File: config.mk
export PLATFORM = sky130hd
export DESIGN_NAME = tacho_dwell_capture_unit
export DESIGN_NICKNAME = d
export VERILOG_FILES = /design/src/tdc_pkg.sv /design/src/tacho_dwell_capture_unit.sv /design/src/tdc_capture_store.sv
export SDC_FILE = /design/constraint.sdc
export NUM_CORES = 1
export LEC_CHECK = 0
export BUFFER_PORTS_ARGS = -buffer_cell sky130_fd_sc_hd__buf_2
export CAP_MARGIN = 20
export CORE_MARGIN = 8
export CORE_UTILIZATION = 65
export DETAILED_ROUTE_END_ITERATION = 7
export PLACE_DENSITY_LB_ADDON = 0.12
export SLEW_MARGIN = 20
export SYNTH_ARGS = -nofsm -noshare
export SYNTH_HDL_FRONTEND = slang
export SYNTH_HIERARCHICAL = 1
export SYNTH_SLANG_ARGS = --single-unit
File: constraint.sdc
create_clock -name clk -period 9.6 [get_ports clk]
set_input_delay 0.48 -clock clk [delete_from_list [all_inputs] [get_ports clk]]
set_output_delay 0.48 -clock clk [all_outputs]
set_load 0.005 [all_outputs]
File: src/tdc_pkg.sv
// ---------------------------------------------------------------------------
// tdc_pkg: shared definitions for the tacho dwell capture unit
// Opcodes, register indexes, capture kinds, reset values and the request
// structs that pass between the control logic and the capture store.
// ---------------------------------------------------------------------------
package tdc_pkg;

  localparam int DATA_W  = 32;
  localparam int INDEX_W = 4;
  localparam int OP_W    = 3;
  localparam int KIND_W  = 2;
  localparam int CFG_W   = 16;
  localparam int REG_W   = 2;

  localparam int CAPTURE_DEPTH_DEF = 13;
  localparam int TIMER_WIDTH_DEF   = 32;

  // Item opcodes
  localparam logic [OP_W-1:0] OP_TICK    = 3'd0;
  localparam logic [OP_W-1:0] OP_TACHO   = 3'd1;
  localparam logic [OP_W-1:0] OP_IGN     = 3'd2;
  localparam logic [OP_W-1:0] OP_TIMEOUT = 3'd3;
  localparam logic [OP_W-1:0] OP_READ    = 3'd4;

  // Configuration register indexes
  localparam logic [REG_W-1:0] REG_TACHO_OFFSET   = 2'd0;
  localparam logic [REG_W-1:0] REG_GATE_THRESHOLD = 2'd1;
  localparam logic [REG_W-1:0] REG_END_OFFSET     = 2'd2;
  localparam logic [REG_W-1:0] REG_START_OFFSET   = 2'd3;

  localparam logic [15:0] TACHO_OFFSET_RST   = 16'd671;
  localparam logic [15:0] GATE_THRESHOLD_RST = 16'd100;
  localparam logic [7:0]  END_OFFSET_RST     = 8'd56;
  localparam logic [7:0]  START_OFFSET_RST   = 8'd19;

  // Capture kinds
  localparam logic [KIND_W-1:0] KIND_NONE  = 2'd0;
  localparam logic [KIND_W-1:0] KIND_START = 2'd1;
  localparam logic [KIND_W-1:0] KIND_END   = 2'd2;

  // Store selector: 0 dwell start, 1 dwell end
  localparam logic SEL_START = 1'b0;
  localparam logic SEL_END   = 1'b1;

  typedef struct packed {
    logic               en;
    logic               sel;
    logic [INDEX_W-1:0] addr;
    logic [DATA_W-1:0]  data;
  } cap_wr_t;

  typedef struct packed {
    logic               en;
    logic               hit;
    logic               sel;
    logic [INDEX_W-1:0] addr;
  } cap_rd_t;

endpackage

File: src/tacho_dwell_capture_unit.sv
// ---------------------------------------------------------------------------
// tacho_dwell_capture_unit: ignition timing capture
// Microsecond timer, tacho period capture and dwell start/end timestamps.
// ---------------------------------------------------------------------------
// The unit takes one item per clock cycle and returns exactly one result per
// item, in the cycle after the item is accepted; read_data comes from the
// registered read port of the capture store. The result register is a single
// stage: a new item is taken when the output is empty or when the waiting
// result is taken in the same cycle, so a stalled result holds the input back.
// The timer, pulse count, gates and indices live in flip-flops and are updated
// in the cycle an item is accepted, so consecutive items see each other's
// effects without any stall. The capture stores have no reset; an entry that
// was never written reads back as whatever it holds.
module tacho_dwell_capture_unit #(
  parameter int CAPTURE_DEPTH = tdc_pkg::CAPTURE_DEPTH_DEF,
  parameter int TIMER_WIDTH   = tdc_pkg::TIMER_WIDTH_DEF
) (
  input  logic                      clk,
  input  logic                      rst,
  input  logic                      s_tvalid,
  output logic                      s_tready,
  // [0] pin_level, [1] read_select, [5:2] read_index, [7:6] zero
  input  logic [7:0]                s_tdata,
  // [2:0] opcode
  input  logic [2:0]                s_tuser,
  output logic                      m_tvalid,
  input  logic                      m_tready,
  // [31:0] period, [35:32] capture_index, [67:36] capture_value,
  // [99:68] read_data, [103:100] zero
  output logic [103:0]              m_tdata,
  // [0] period_valid, [1] math_ready, [2] clear_screen, [4:3] capture_kind,
  // [7:5] zero
  output logic [7:0]                m_tuser,
  input  logic                      cfg_we,
  input  logic [tdc_pkg::REG_W-1:0] cfg_index,
  input  logic [tdc_pkg::CFG_W-1:0] cfg_data
);

  localparam int DW = tdc_pkg::DATA_W;
  localparam int IW = tdc_pkg::INDEX_W;
  localparam logic [IW-1:0] LAST_IDX = IW'(CAPTURE_DEPTH - 1);
  localparam logic [IW:0]   DEPTH_X  = (IW + 1)'(CAPTURE_DEPTH);

  // Configuration
  logic [15:0] tacho_offset;
  logic [15:0] gate_threshold;
  logic [7:0]  end_offset;
  logic [7:0]  start_offset;

  always_ff @(posedge clk) begin
    if (rst) begin
      tacho_offset   <= tdc_pkg::TACHO_OFFSET_RST;
      gate_threshold <= tdc_pkg::GATE_THRESHOLD_RST;
      end_offset     <= tdc_pkg::END_OFFSET_RST;
      start_offset   <= tdc_pkg::START_OFFSET_RST;
    end else if (cfg_we) begin
      unique case (cfg_index)
        tdc_pkg::REG_TACHO_OFFSET:   tacho_offset   <= cfg_data;
        tdc_pkg::REG_GATE_THRESHOLD: gate_threshold <= cfg_data;
        tdc_pkg::REG_END_OFFSET:     end_offset     <= cfg_data[7:0];
        tdc_pkg::REG_START_OFFSET:   start_offset   <= cfg_data[7:0];
        default: begin
        end
      endcase
    end
  end

  // Control state
  logic [TIMER_WIDTH-1:0] timer, timer_next;
  logic [1:0]             pulse_count, pulse_count_next;
  logic                   tacho_gate, tacho_gate_next;
  logic                   ignition_gate, ignition_gate_next;
  logic [IW-1:0]          start_index, start_index_next;
  logic [IW-1:0]          end_index, end_index_next;
  logic [DW-1:0]          period_reg, period_reg_next;

  // Item fields
  logic [2:0]    opcode;
  logic          pin_level;
  logic          read_select;
  logic [IW-1:0] read_index;
  logic          accept;
  logic [DW-1:0] timer_ext;

  // Result fields other than read_data
  logic          period_valid;
  logic          math_ready;
  logic          clear_screen;
  logic [1:0]    capture_kind;
  logic [IW-1:0] capture_index;
  logic [DW-1:0] capture_value;

  tdc_pkg::cap_wr_t wr;
  tdc_pkg::cap_rd_t rd;
  logic [DW-1:0]    read_data;

  assign opcode      = s_tuser;
  assign pin_level   = s_tdata[0];
  assign read_select = s_tdata[1];
  assign read_index  = s_tdata[5:2];
  assign s_tready    = !m_tvalid || m_tready;
  assign accept      = s_tvalid && s_tready;
  assign timer_ext   = DW'(timer);

  always_comb begin
    timer_next         = timer;
    pulse_count_next   = pulse_count;
    tacho_gate_next    = tacho_gate;
    ignition_gate_next = ignition_gate;
    start_index_next   = start_index;
    end_index_next     = end_index;
    period_reg_next    = period_reg;
    period_valid       = 1'b0;
    math_ready         = 1'b0;
    clear_screen       = 1'b0;
    capture_kind       = tdc_pkg::KIND_NONE;
    capture_index      = '0;
    capture_value      = '0;
    wr                 = '0;
    rd.en              = accept;
    rd.hit             = 1'b0;
    rd.sel             = read_select;
    rd.addr            = read_index;

    case (opcode)
      tdc_pkg::OP_TICK: begin
        timer_next = timer + 1'b1;
      end
      tdc_pkg::OP_TACHO: begin
        if (tacho_gate) begin
          period_reg_next  = timer_ext - DW'(tacho_offset);
          period_valid     = 1'b1;
          timer_next       = '0;
          pulse_count_next = pulse_count + 1'b1;
          // Third pulse ends the measurement; second pulse opens the window.
          if (pulse_count_next == 2'd3) begin
            tacho_gate_next    = 1'b0;
            ignition_gate_next = 1'b0;
            math_ready         = 1'b1;
          end
          if (pulse_count_next == 2'd2) begin
            start_index_next   = '0;
            end_index_next     = '0;
            ignition_gate_next = 1'b1;
          end
        end
      end
      tdc_pkg::OP_IGN: begin
        if (ignition_gate && (timer_ext > DW'(gate_threshold))) begin
          if (pin_level == 1'b0) begin
            capture_kind   = tdc_pkg::KIND_END;
            capture_index  = end_index;
            capture_value  = timer_ext - DW'(end_offset);
            end_index_next = (end_index < LAST_IDX) ? end_index + 1'b1 : end_index;
            wr.sel         = tdc_pkg::SEL_END;
          end else begin
            capture_kind     = tdc_pkg::KIND_START;
            capture_index    = start_index;
            capture_value    = timer_ext - DW'(start_offset);
            start_index_next = (start_index < LAST_IDX) ? start_index + 1'b1 : start_index;
            wr.sel           = tdc_pkg::SEL_START;
          end
          wr.en   = accept;
          wr.addr = capture_index;
          wr.data = capture_value;
        end
      end
      tdc_pkg::OP_TIMEOUT: begin
        clear_screen     = (pulse_count == 2'd0);
        tacho_gate_next  = 1'b1;
        pulse_count_next = '0;
      end
      tdc_pkg::OP_READ: begin
        rd.hit = ({1'b0, read_index} < DEPTH_X);
      end
      default: begin
      end
    endcase
  end

  always_ff @(posedge clk) begin
    if (rst) begin
      timer         <= '0;
      pulse_count   <= '0;
      tacho_gate    <= 1'b1;
      ignition_gate <= 1'b0;
      start_index   <= '0;
      end_index     <= '0;
      period_reg    <= '0;
    end else if (accept) begin
      timer         <= timer_next;
      pulse_count   <= pulse_count_next;
      tacho_gate    <= tacho_gate_next;
      ignition_gate <= ignition_gate_next;
      start_index   <= start_index_next;
      end_index     <= end_index_next;
      period_reg    <= period_reg_next;
    end
  end

  tdc_capture_store #(
    .CAPTURE_DEPTH(CAPTURE_DEPTH)
  ) u_store (
    .clk  (clk),
    .wr   (wr),
    .rd   (rd),
    .rdata(read_data)
  );

  // Result register
  logic [DW-1:0] out_period;
  logic [IW-1:0] out_capture_index;
  logic [DW-1:0] out_capture_value;
  logic [4:0]    out_flags;

  always_ff @(posedge clk) begin
    if (rst) begin
      m_tvalid <= 1'b0;
    end else if (s_tready) begin
      m_tvalid <= s_tvalid;
    end
  end

  always_ff @(posedge clk) begin
    if (accept) begin
      out_period        <= period_reg_next;
      out_capture_index <= capture_index;
      out_capture_value <= capture_value;
      out_flags         <= {capture_kind, clear_screen, math_ready, period_valid};
    end
  end

  assign m_tdata = {4'b0, read_data, out_capture_value, out_capture_index, out_period};
  assign m_tuser = {3'b0, out_flags};

endmodule

File: src/tdc_capture_store.sv
// ---------------------------------------------------------------------------
// tdc_capture_store: dwell start and dwell end timestamp memories
// Two synchronous memories with one write port and a registered read port.
// The read result holds until the next request with rd.en set is taken.
// ---------------------------------------------------------------------------
module tdc_capture_store #(
  parameter int CAPTURE_DEPTH = tdc_pkg::CAPTURE_DEPTH_DEF
) (
  input  logic                      clk,
  input  tdc_pkg::cap_wr_t          wr,
  input  tdc_pkg::cap_rd_t          rd,
  output logic [tdc_pkg::DATA_W-1:0] rdata
);

  localparam int IDXW = (CAPTURE_DEPTH > 1) ? $clog2(CAPTURE_DEPTH) : 1;

  logic [tdc_pkg::DATA_W-1:0] start_mem [CAPTURE_DEPTH];
  logic [tdc_pkg::DATA_W-1:0] end_mem   [CAPTURE_DEPTH];

  logic [tdc_pkg::DATA_W-1:0] start_q;
  logic [tdc_pkg::DATA_W-1:0] end_q;
  logic                       sel_q;
  logic                       hit_q;

  always_ff @(posedge clk) begin
    if (wr.en && (wr.sel == tdc_pkg::SEL_START)) begin
      start_mem[wr.addr[IDXW-1:0]] <= wr.data;
    end
    if (wr.en && (wr.sel == tdc_pkg::SEL_END)) begin
      end_mem[wr.addr[IDXW-1:0]] <= wr.data;
    end
  end

  always_ff @(posedge clk) begin
    if (rd.en) begin
      start_q <= start_mem[rd.addr[IDXW-1:0]];
      end_q   <= end_mem[rd.addr[IDXW-1:0]];
      sel_q   <= rd.sel;
      hit_q   <= rd.hit;
    end
  end

  // Items other than an in-range read return zero.
  assign rdata = !hit_q ? '0 : ((sel_q == tdc_pkg::SEL_END) ? end_q : start_q);

endmodule
# == After elaboration in Yosys (flattened, before gate mapping) ==
# Memories as Yosys holds them, arrays and structs flattened. A register that Yosys moved wholly into a read port is not among the register bits.
# Index checks and enable logic that the tools add are counted.
# totals
regBits,200
mem_bits_rw,832
memories,2
# memory_table
name,depth,word_bits,rd,rd_clocked_by_memory_dff,wr,line,text
u_store.end_mem,13,32,1,1,1,tdc_capture_store.sv:18,logic [tdc_pkg::DATA_W-1:0] end_mem [CAPTURE_DEPTH];
u_store.start_mem,13,32,1,1,1,tdc_capture_store.sv:17,logic [tdc_pkg::DATA_W-1:0] start_mem [CAPTURE_DEPTH];
# classes
add_sub_neg,7
magnitude_cmp,4
eq_ne,16
muxes,35
n_bitwise,1
n_reduce_logical,25
# ops
op,n
32-bit 2-to-1 mux,6
38-bit 2-to-1 mux,2
32-bit one-hot mux with 2 select lines,1
32-bit by 8-bit subtractor with 32-bit output,2
4-bit 2-to-1 mux,9
32-bit by 1-bit adder with 32-bit output (second input constant),1
32-bit by 16-bit > comparator with 1-bit output,1
32-bit by 16-bit subtractor with 32-bit output,1
4-bit one-hot mux with 2 select lines,2
2-bit != test (second input constant),7
2-bit AND reduction,7
7-bit AND reduction,2
4-bit less-than comparator (second input constant),3
1-bit 2-to-1 mux,11
4-bit by 1-bit adder with 4-bit output (second input constant),2
2-bit equality test (second input constant),4
2-bit nonzero test,4
3-bit by 2-bit equality test with 1-bit output (second input constant),2
3-bit AND reduction,2
1-bit logical AND,4
2-bit logical NOT,2
2-bit 2-to-1 mux,2
2-bit one-hot mux with 2 select lines,1
4-bit AND reduction,1
9 further kinds,9

# == Depth between registers and ports, before layout ==
# Gate-level depths: netlist of run 1.
# depth
ltp_word,9
ltp_mapped,13
ltp_nobuf,11

# == Hierarchy ==
# The synthesis of run 1 kept the hierarchy.
# modules_own_cells
mod,instances,cells_per_inst,area_each_um2,seq_area_each_um2
tdc_capture_store,1,1473,33846.2,26965.9
tacho_dwell_capture_unit,1,1214,10495.1,4694.5

# == Worst setup path after synthesis of run 1 ==
# Ideal clock, no wire load.
# synth_timing
path_kind,input-to-reg
from,in m_tready
to,reg end_index[3]
setup_time_ns,0.070
t_arrival_ns,5.238
required_time_ns,9.530
slack_ns,4.291
stages,6
path_buffers,0
path_cell_list,nand2b_1 -> nand2_1 -> inv_1 -> o21ai_0 -> or4_1 -> a21oi_1
# synth_via
elab_chain_cells,3
# synth_lines
item,line,text
"start, declared",tacho_dwell_capture_unit.sv:27,"input logic m_tready,"
1-bit logical OR,tacho_dwell_capture_unit.sv:101,assign s_tready = !m_tvalid || m_tready;
1-bit logical AND,tacho_dwell_capture_unit.sv:102,assign accept = s_tvalid && s_tready;
named net accept,tacho_dwell_capture_unit.sv:82,logic accept;
7-bit AND reduction (no line),--,
"end signal, assigned",tacho_dwell_capture_unit.sv:196,end_index <= end_index_next;
"end, declared",tacho_dwell_capture_unit.sv:74,"logic [IW-1:0] end_index, end_index_next;"
# The timed path passes the listed nets, and every way through them passes these cells.
# A chain may end at the register's enable or synchronous reset.

==> impl_metrics.tcl, run 1 <==
set metrics [dict create \
    power_density_mw_per_mm2 196.9 \
    syn-mean-instance-area_sq_um 16.50 \
    synthTopCellsByArea "sky130_fd_sc_hd__edfxtp_1, sky130_fd_sc_hd__mux4_2, sky130_fd_sc_hd__dfxtp_1" \
    grt_antenna_before_repair 1 \
    io_buffer_count 138 \
    synth_async_sr_flop_share_pct 0 \
    achievable-frequency_ghz 0.2054 \
    die-width_um 277.2 \
    gp_congestion 0.8918 \
    wire_per_inst_um 28.19 \
    pwr-share-comb_pct 3.1 \
    final.min_clock_period_ns 4.867 \
    power.internal_uw 7853 \
    worstPathMaxFanout 73 \
    max_slew_margin_pct 22.13 \
    wl_mm 107.9 \
    detail_route.iter0.violations 2903 \
    cts_tree "yes" \
    fin_crit_sh_pct 50.70 \
    p_leak_uw 0.01506 \
    sequentialPowerShare_pct 52.7 \
    hold_path_class "input pin to register" \
    p_sw_share_pct 20.10 \
    net_switching_power_uw 1976 \
    detail-route-antenna-nets 0 \
    crit_path_top_delay_cell "sky130_fd_sc_hd__buf_4" \
    regToRegSetupSlack_ns 4.73 \
    clock_latency_of_the_later_clocked_register_in_the_worst_skew_pair_ns 0.65 \
    endpoint_kind "register" \
    clkTransAtPathRegs_ns 0.06 \
    synth_edf_count 971 \
    crit_end "u_store/start_mem[3][28]" \
    die_height_um 277.2 \
    syn-cell-area_sq_mm 0.04434 \
    count_of_synthesis_stage_warnings_from_yosys 6 \
    post-route-drc-count 0 \
    dr.pass1.iters 6 \
    floorplan.initialDensity_pct 65.79 \
    area_growth_pct 12.56 \
    wp_data_required_ns 9.95 \
    synthesis.instances 2687 \
    setup.worst_path.start_class "register" \
    finalSetupViolCount 0 \
    globalRouteOverflowTotal 0 \
    via_count_of_the_first_global_routing_pass 25590 \
    worstSetupPathType "register to register" \
    yosys_most_used_dff "sky130_fd_sc_hd__edfxtp_1" \
    groute.usage.overall_pct 27.86 \
    synth_seq_area_share_pct 71.40 \
    route.detailed.vias_per_inst 6.534 \
    clock-skew-final_ns 0.01920 \
    cts_buffer_depth 3 \
    crit-reg2reg-capture "u_store/start_mem[3][28]" \
    tns_ns 0 \
    ctsHtreeMaxLevel 3 \
    synth.cells.most_frequent "sky130_fd_sc_hd__edfxtp_1, sky130_fd_sc_hd__mux4_2, sky130_fd_sc_hd__nand2_1" \
    io-pin-count 148 \
    cap_viol_max_count 0 \
    clock_power_share_pct 44.2 \
    antenna_cells_inserted 0 \
    synth-seq-cells 1096 \
    clkSinkCount 1096 \
    final_hold_viols 0 \
    netlist.top_cell.by_area "sky130_fd_sc_hd__edfxtp_1" \
    startpoint "timer[19]" \
    tightest_pin_transition_ns 1.168 \
    vdd.ir_drop.worst_mv 0.1371 \
    rsz0062_at_grt "false" \
    cts-buffers-inserted 105 \
    rows 95 \
    global_route_wire_length_before_repair_mm 160.3 \
    critPathArrivalTime_ns 5.21 \
    layout-drive-gt1-share_pct 21.43 \
    drv_slew 0 \
    final_util_pct 74.05 \
    crit_chain "or4_4, or3_4, nor3_1, nor2b_1, o21ai_4, buf_4, nor2_1, nor2b_1, nand2_1, nor2_4, buf_4" \
    result_of_the_run "finished, final reports clean" \
    reg2regPathDepth 11 \
    fp.dieArea_sq_mm 0.07683 \
    maximum_number_of_pins_on_one_net_before_global_route_repair 110 \
    cts-resized-gates 0 \
    totalPowerFinal_uw 9830 \
    leading_cell_type_by_number_of_instances_after_synthesis "sky130_fd_sc_hd__edfxtp_1" \
    clk_root_buffer_cell "sky130_fd_sc_hd__clkbuf_16" \
    core_outline_area_sq_mm 0.06740 \
    cp_slowest_stage_delay_ns 0.65 \
    r2r-start "timer[19]" \
    netlist.area_leader.share_pct 65.76 \
    nets 2944 \
    yosys.cell_types.count 65 \
    num-fill-cells 3975 \
    post-dp-hpwl_mm 59.54 \
    routed-via-count 25006 \
]
-- per-layer routing --
metal,routed length [um],GRT usage [%]
met5,0,0
met4,3203,8.843
met3,9735,4.009
met2,54400,47.99
met1,40540,36.81
-- final cells by class --
| type | instances | area (sq um) | area share [%] |
|---|---|---|---|
| clock inverter | 74 | 890.9 | 1.785 |
| sequential | 1096 | 31660 | 63.44 |
| timing repair buffer | 217 | 1331 | 2.667 |
| inverter | 47 | 181.4 | 0.3635 |
| clock buffer | 125 | 2775 | 5.560 |
| multi-input combinational | 1395 | 11980 | 24.00 |
| tap | 873 | 1092 | 2.189 |
-- timing repair --
action	in CTS	in global routing
setup buffers	0	0
hold buffers	1	0
endpoints found under the hold margin	1	0
endpoints found under the setup margin	0	0
-- placed cells by master (no fill, tap or decap), types with 13 or more instances in the layout --
cell                          n
sky130_fd_sc_hd__a21oi_1    160
sky130_fd_sc_hd__mux4_2     192
sky130_fd_sc_hd__nor3_1      22
sky130_fd_sc_hd__a211oi_1    22
sky130_fd_sc_hd__clkbuf_16  107
sky130_fd_sc_hd__nand2_1    175
sky130_fd_sc_hd__or2_2       13
sky130_fd_sc_hd__or3_1       21
sky130_fd_sc_hd__xnor2_1     18
sky130_fd_sc_hd__o21ai_0     85
sky130_fd_sc_hd__nor2_1     137
sky130_fd_sc_hd__dfxtp_1    125
sky130_fd_sc_hd__clkinv_1    21
sky130_fd_sc_hd__nand3b_1    15
sky130_fd_sc_hd__mux2i_1    108
sky130_fd_sc_hd__xor2_1      50
sky130_fd_sc_hd__or4_1       13
sky130_fd_sc_hd__nand3_1     36
sky130_fd_sc_hd__clkinv_2    20
sky130_fd_sc_hd__buf_4       75
sky130_fd_sc_hd__edfxtp_1   971
sky130_fd_sc_hd__clkbuf_1    15
sky130_fd_sc_hd__inv_1       45
sky130_fd_sc_hd__nor2b_1     51
sky130_fd_sc_hd__nor2_4      25
sky130_fd_sc_hd__ha_1        46
sky130_fd_sc_hd__bufinv_16   19
sky130_fd_sc_hd__nand2b_1    15
sky130_fd_sc_hd__o22ai_1     64
sky130_fd_sc_hd__buf_2      135
-- power groups by stage --
stage / clock network [uW] / logic (uW) / registers (uW)
after floorplan: 0 / 199 / 5280
after global placement: 0 / 303 / 5280
after detailed placement: 0 / 306 / 5280
after CTS: 4380 / 309 / 5180
after global routing: 4560 / 331 / 5180
final: 4340 / 306 / 5180
-- logic make-up after synthesis --
kind of cell / share of synthesized area (%)
flip-flops: 71.40
AND/OR/NAND/NOR: 6.225
AO/OA/AOI/OAI: 5.189
multiplexers: 12.22
buffers and inverters: 2.229
XOR/XNOR: 1.343
adder cells (fa/ha/maj): 1.388
other: 0.008457
-- worst max-delay path: cells and delay by family, from the launching register on --
kind            cells  cell delay [ns]
simple gates        8             2.81
flops               1             0.43
compound gates      1             0.27
buf+inv             2             1.01
-- through the flow --
step / std cells / area, sq um / setup slack, ns / hold slack [ns]
finish: 3827 / 49910 / 4.733 / 0.06435
global route: 3827 / 49910 / 4.423 / 0.06640
CTS: 3825 / 49870 / 4.710 / 0.03065
detailed placement: 3625 / 46190 / 4.473 / 0.4500
global placement: 3625 / 46180 / 4.475 / 0.4432
floorplan: 2693 / 44360 / 4.291 / 0.4338
-- how the worst min path moves through the flow --
stage | cells after the start | to | slack, ns | startpoint
6_report | 2 | tacho_offset[9] | 0.06 | cfg_data[9]
5_1_grt | 2 | tacho_offset[9] | 0.07 | cfg_data[9]
4_1_cts | 2 | tacho_offset[9] | 0.03 | cfg_data[9]
3_5_place_dp | 2 | tacho_offset[5] | 0.45 | tacho_offset[5]
3_3_place_gp | 2 | start_offset[5] | 0.44 | start_offset[5]
2_1_floorplan | 2 | end_offset[0] | 0.43 | end_offset[0]
Power figures use the tool's default switching activity.
==> run 2, diff against run 1 <==
CORE_UTILIZATION = 56   (was 65)
clock period = 4.1 ns   (was 9.6 ns; I/O delays follow)
==> run 2 against run 1 <==
The run now ends with hold timing left. Via count down 1.4%. Setup slack got worse by 4.3 ns. Critical endpoint is now u_store/end_mem[6][30]. Cell area increased by 2.3%. Largest cell class unchanged. Largest power group unchanged.
==> impl_metrics.tcl, run 2 (same netlist as run 1, synthesis figures left out) <==
set metrics [dict create \
    die-width_um 297.4 \
    endpoint_kind "register" \
    maximum_number_of_pins_on_one_net_before_global_route_repair 75 \
    clkSinkCount 1096 \
    finalSetupViolCount 0 \
    worstSetupPathType "register to register" \
    wire_per_inst_um 25.25 \
    critPathArrivalTime_ns 4.20 \
    globalRouteOverflowTotal 0 \
    grt_antenna_before_repair 2 \
    achievable-frequency_ghz 0.2707 \
    tightest_pin_transition_ns 1.029 \
    rows 103 \
    hold_path_class "input pin to register" \
    ctsHtreeMaxLevel 3 \
    fin_crit_sh_pct 90.09 \
    post-route-drc-count 0 \
    max_slew_margin_pct 31.38 \
    setup.worst_path.start_class "register" \
    power_density_mw_per_mm2 446.8 \
    area_growth_pct 15.12 \
    layout-drive-gt1-share_pct 22.60 \
    cts_buffer_depth 3 \
    worstPathMaxFanout 26 \
    cts_post_setup_buffers_inserted 0 \
    gp_congestion 0.8974 \
    failed_checks "hold timing" \
    drv_slew 0 \
    detail_route.iter0.violations 2263 \
    detail-route-antenna-nets 0 \
    nets 3022 \
    io-pin-count 148 \
    vdd.ir_drop.worst_mv 0.3424 \
    wp_data_required_ns 4.60 \
    result_of_the_run "finished with violations" \
    wl_mm 102.9 \
    final.min_clock_period_ns 3.694 \
    rsz0062_at_grt "false" \
    p_leak_uw 0.01549 \
    num-fill-cells 5385 \
    core_outline_area_sq_mm 0.07874 \
    mostFrequentLayoutCells "sky130_fd_sc_hd__edfxtp_1, sky130_fd_sc_hd__mux4_2, sky130_fd_sc_hd__nand2_1" \
    via_count_of_the_first_global_routing_pass 25472 \
    fp.dieArea_sq_mm 0.08844 \
    clock-skew-final_ns 0.02497 \
    global_route_wire_length_before_repair_mm 156.4 \
    cts-buffers-inserted 108 \
    tns_ns 0 \
    floorplan.initialDensity_pct 56.31 \
    clk_root_buffer_cell "sky130_fd_sc_hd__clkbuf_16" \
    cts_tree "yes" \
    final_hold_viols 3 \
    post-dp-hpwl_mm 63.30 \
    whs_ns -0.01275 \
    groute.usage.overall_pct 23.05 \
    clock_latency_of_the_later_clocked_register_in_the_worst_skew_pair_ns 0.67 \
    io_buffer_count 138 \
    die_height_um 297.4 \
    routed-via-count 24655 \
    cap_viol_max_count 0 \
    leading_cell_type_in_the_layout_fill_and_taps_excluded "sky130_fd_sc_hd__edfxtp_1" \
    dr.pass1.iters 6 \
    antenna_cells_inserted 0 \
    clkTransAtPathRegs_ns 0.06 \
    totalPowerFinal_uw 22810 \
    route.detailed.vias_per_inst 6.049 \
]
run 2: timing repair:
action	4_1_cts	5_1_grt
endpoints found under the setup margin	0	0
hold buffers	21	0
resized for setup	0	0
hold endpoints to repair	54	0
run 2: metal layers:
| metal | vias up | part of all wire, % | GRT usage (%) |
|---|---|---|---|
| li1 | 10977 | - | - |
| met3 | 146 | 6.2 | 3.128 |
| met5 | - | 0 | 0 |
| met4 | 0 | 2.2 | 6.087 |
| met1 | 12681 | 42 | 30.96 |
| met2 | 851 | 50 | 39.76 |
run 2: final cells by class:
cell class                      count  area, sq um  area share, %
Clock buffer                      136         2875          5.633
Clock inverter                     60        686.9          1.346
Inverter                           47        180.2         0.3530
Multi-Input combinational cell   1395        11970          23.44
Sequential cell                  1096        31660          62.02
Tap cell                         1050         1314          2.574
Timing Repair Buffer              292         2362          4.628
run 2: worst paths after layout:
path	start	to	slack, ns	cells past startpoint
max	timer[0]	u_store/end_mem[6][30]	0.41	12
min	cfg_index[1]	gate_threshold[1]	-0.01	4
max reg2reg	timer[0]	u_store/end_mem[6][30]	0.41	12
min reg2reg	start_offset[2]	start_offset[2]	0.45	2
run 2: critical path, stage by stage, from the launching register on:
cell and delay [ns]:
sky130_fd_sc_hd__dfxtp_1 0.34, sky130_fd_sc_hd__inv_1 0.17, sky130_fd_sc_hd__ha_1 0.23, sky130_fd_sc_hd__inv_1 0.07, sky130_fd_sc_hd__fa_1 0.40, sky130_fd_sc_hd__a21o_1 0.19
sky130_fd_sc_hd__a21oi_1 0.22, sky130_fd_sc_hd__o21bai_1 0.15, sky130_fd_sc_hd__a2111oi_4 0.54, sky130_fd_sc_hd__o21bai_1 0.30, sky130_fd_sc_hd__or4_4 0.49, sky130_fd_sc_hd__a21oi_2 0.22
sky130_fd_sc_hd__buf_12 0.19
run 2: report_power, final:
part	internal, uW	switching [uW]	leakage [uW]
clock	5840	4080	0.00175
combinational	276	468	0.00566
sequential	12100	42.9	0.00807
run 2: through the flow:
stage          setup WS [ns]  cell area [sq um]  std cells  utilization, %
4_1_cts               0.1607              51020       4075           64.80
6_report              0.4061              51050       4076           64.83
3_3_place_gp        0.006374              47250       3858           60.01
5_1_grt               0.1875              51050       4076           64.83
3_5_place_dp         -0.2062              47250       3858           60.01
2_1_floorplan        -0.5269              44390       2693               -
==> run 3, diff against run 2 <==
MAX_ROUTING_LAYER = met4   (was not set)
==> run 3 against run 2 <==
The run now ends clean. Count of clock-buffer cells in the layout is 7 lower. Sequential share of layout area is 0.064 points lower. Power is 0.20% lower. Clock skew is 0.0038 ns lower. Flip-flop and latch count stayed put. Die area stayed put. Cell area is 0.10% higher.
==> impl_metrics.tcl, run 3 (same netlist as run 1, synthesis figures left out) <==
set metrics [dict create \
    result_of_the_run "finished, final reports clean" \
    final.min_clock_period_ns 3.635 \
    cts_buffer_depth 3 \
    clock-skew-final_ns 0.02115 \
    cap_viol_max_count 0 \
    routed-via-count 24711 \
    finalSetupViolCount 0 \
    antenna_cells_inserted 0 \
    io-pin-count 148 \
    clkSinkCount 1096 \
    grt_antenna_before_repair 1 \
    mostFrequentLayoutCells "sky130_fd_sc_hd__edfxtp_1, sky130_fd_sc_hd__mux4_2, sky130_fd_sc_hd__nand2_1" \
    max_slew_margin_pct 30.33 \
    maximum_number_of_pins_on_one_net_before_global_route_repair 85 \
    cts-buffers-inserted 110 \
    achievable-frequency_ghz 0.2751 \
    global_route_wire_length_before_repair_mm 157.4 \
    via_count_of_the_first_global_routing_pass 25498 \
    wp_data_required_ns 4.46 \
    multi_input_comb_area_sq_mm 0.01197 \
    core_outline_area_sq_mm 0.07874 \
    m1WireLength_mm 43.53 \
    final_util_pct 64.89 \
    die_height_um 297.4 \
    hold_depth 3 \
    tightest_pin_transition_ns 1.045 \
    detail_route.iter0.violations 2321 \
    num-fill-cells 5434 \
    crit_path_top_delay_cell "sky130_fd_sc_hd__a21boi_0" \
    layout-drive-gt1-share_pct 22.84 \
    cell_mode_on_critical_path "sky130_fd_sc_hd__o21ai_0" \
    area_growth_pct 15.24 \
    fp.dieArea_sq_mm 0.08844 \
    endpoint_kind "register" \
    routed_length_on_met2_mm 51.52 \
    cp_slowest_stage_delay_ns 0.61 \
    rsz0062_at_grt "false" \
    hold_path_class "input pin to register" \
    floorplan.initialDensity_pct 56.31 \
    leading_cell_type_in_the_layout_fill_and_taps_excluded "sky130_fd_sc_hd__edfxtp_1" \
    globalRouteOverflowTotal 0 \
    post-route-drc-count 0 \
    route.detailed.vias_per_inst 6.045 \
    clk_root_buffer_cell "sky130_fd_sc_hd__clkbuf_16" \
    drv_slew 0 \
    die-width_um 297.4 \
    post-dp-hpwl_mm 63.14 \
    final_hold_viols 0 \
    nets 3023 \
    clkTransAtPathRegs_ns 0.06 \
    dr.pass1.iters 5 \
    detail-route-antenna-nets 0 \
    power_density_mw_per_mm2 445.5 \
    register_area_sq_mm 0.03166 \
    setup.worst_path.start_class "register" \
    worstSetupPathType "register to register" \
    fin_crit_sh_pct 88.65 \
    crit_chain "inv_1, ha_1, nor2b_1, o21ai_0, a21boi_0, o21ai_0, a21oi_1, buf_12, o21ai_0, a21oi_4" \
    groute.usage.overall_pct 23.84 \
    wl_mm 103.3 \
    gp_congestion 0.9099 \
    wire_per_inst_um 25.28 \
    cts-resized-gates 0 \
    top_signal_layer_used "met4" \
    ctsHtreeMaxLevel 3 \
    cts_post_setup_buffers_inserted 0 \
    io_buffer_count 138 \
    vdd.ir_drop.worst_mv 0.3550 \
    p_leak_uw 0.01548 \
    critPathArrivalTime_ns 4.00 \
    final_cell_area_sq_mm 0.05110 \
    worstPathMaxFanout 26 \
    postPlaceCellArea_sq_mm 0.04726 \
    rows 103 \
    met3_length_mm 6.160 \
    cts_tree "yes" \
    reg2regPathDepth 10 \
    clock_latency_of_the_later_clocked_register_in_the_worst_skew_pair_ns 0.68 \
]
## run 3: cell count changes in the layout (fill, tap and decap cells not counted), moves of 4 or more
cell	previous run	this run
sky130_fd_sc_hd__clkinv_8	0	4
sky130_fd_sc_hd__clkinv_1	15	24
sky130_fd_sc_hd__clkinv_2	19	25
sky130_fd_sc_hd__clkbuf_1	20	14
sky130_fd_sc_hd__clkbuf_2	4	0
sky130_fd_sc_hd__clkinvlp_4	4	11
sky130_fd_sc_hd__bufinv_16	14	9
## run 3: cell type report
cell class | instances | share of cell area, %
Timing Repair Buffer | 291 | 4.633
Inverter | 47 | 0.3526
Clock inverter | 80 | 1.391
Tap cell | 1050 | 2.571
Multi-Input combinational cell | 1395 | 23.43
Sequential cell | 1096 | 61.96
Clock buffer | 129 | 5.668
## run 3: power breakdown
part / leakage (uW) / switching [uW] / internal [uW]
sequential: 0.00807 / 42.9 / 12100
clock: 0.00175 / 4230 / 5650
combinational: 0.00566 / 471 / 275
total: 0.0155 / 4750 / 18000
## run 3: per-layer routing
| metal | up-vias | global-route usage, % |
|---|---|---|
| li1 | 10980 | - |
| met1 | 12698 | 32.01 |
| met2 | 900 | 39.17 |
| met3 | 133 | 2.815 |
| met4 | 0 | 6.087 |
| met5 | - | - |
## run 3: repair_timing
item                       in CTS  in global routing
setup endpoints to repair       0                  0
hold endpoints to repair       54                  0
hold buffers                   21                  0
## run 3: final timing paths
check | start | endpoint | slack (ns)
setup / recovery | timer[0] | u_store/end_mem[2][29] | 0.47
hold / removal | s_tdata[0] | out_flags[4] | 0.04
setup reg to reg | timer[0] | u_store/end_mem[2][29] | 0.47
hold reg to reg | start_offset[2] | start_offset[2] | 0.45
## run 3: worst max-delay path: cells and delay by family, from the launching register on
| family | cells | cell delay (ns) |
|---|---|---|
| DFF | 1 | 0.40 |
| buffers and inverters | 2 | 0.35 |
| AOI/OAI and AO/OA | 6 | 2.20 |
| and+or+nand+nor | 1 | 0.12 |
| adders and majority gates | 1 | 0.25 |
## run 3: through the flow
step           TNS, ns  total power (uW)  hold WS [ns]  setup WS (ns)  instances
2_1_floorplan  -232.77             12830        0.3039        -0.5269       2693
3_3_place_gp         0             13100        0.3879        0.02566       3858
3_5_place_dp    -3.414             13110        0.3891        -0.1340       3858
4_1_cts              0             22920      0.004903         0.1905       4088
5_1_grt              0             23420       0.05091         0.2253       4088
6_report             0             22760       0.03542         0.4654       4088
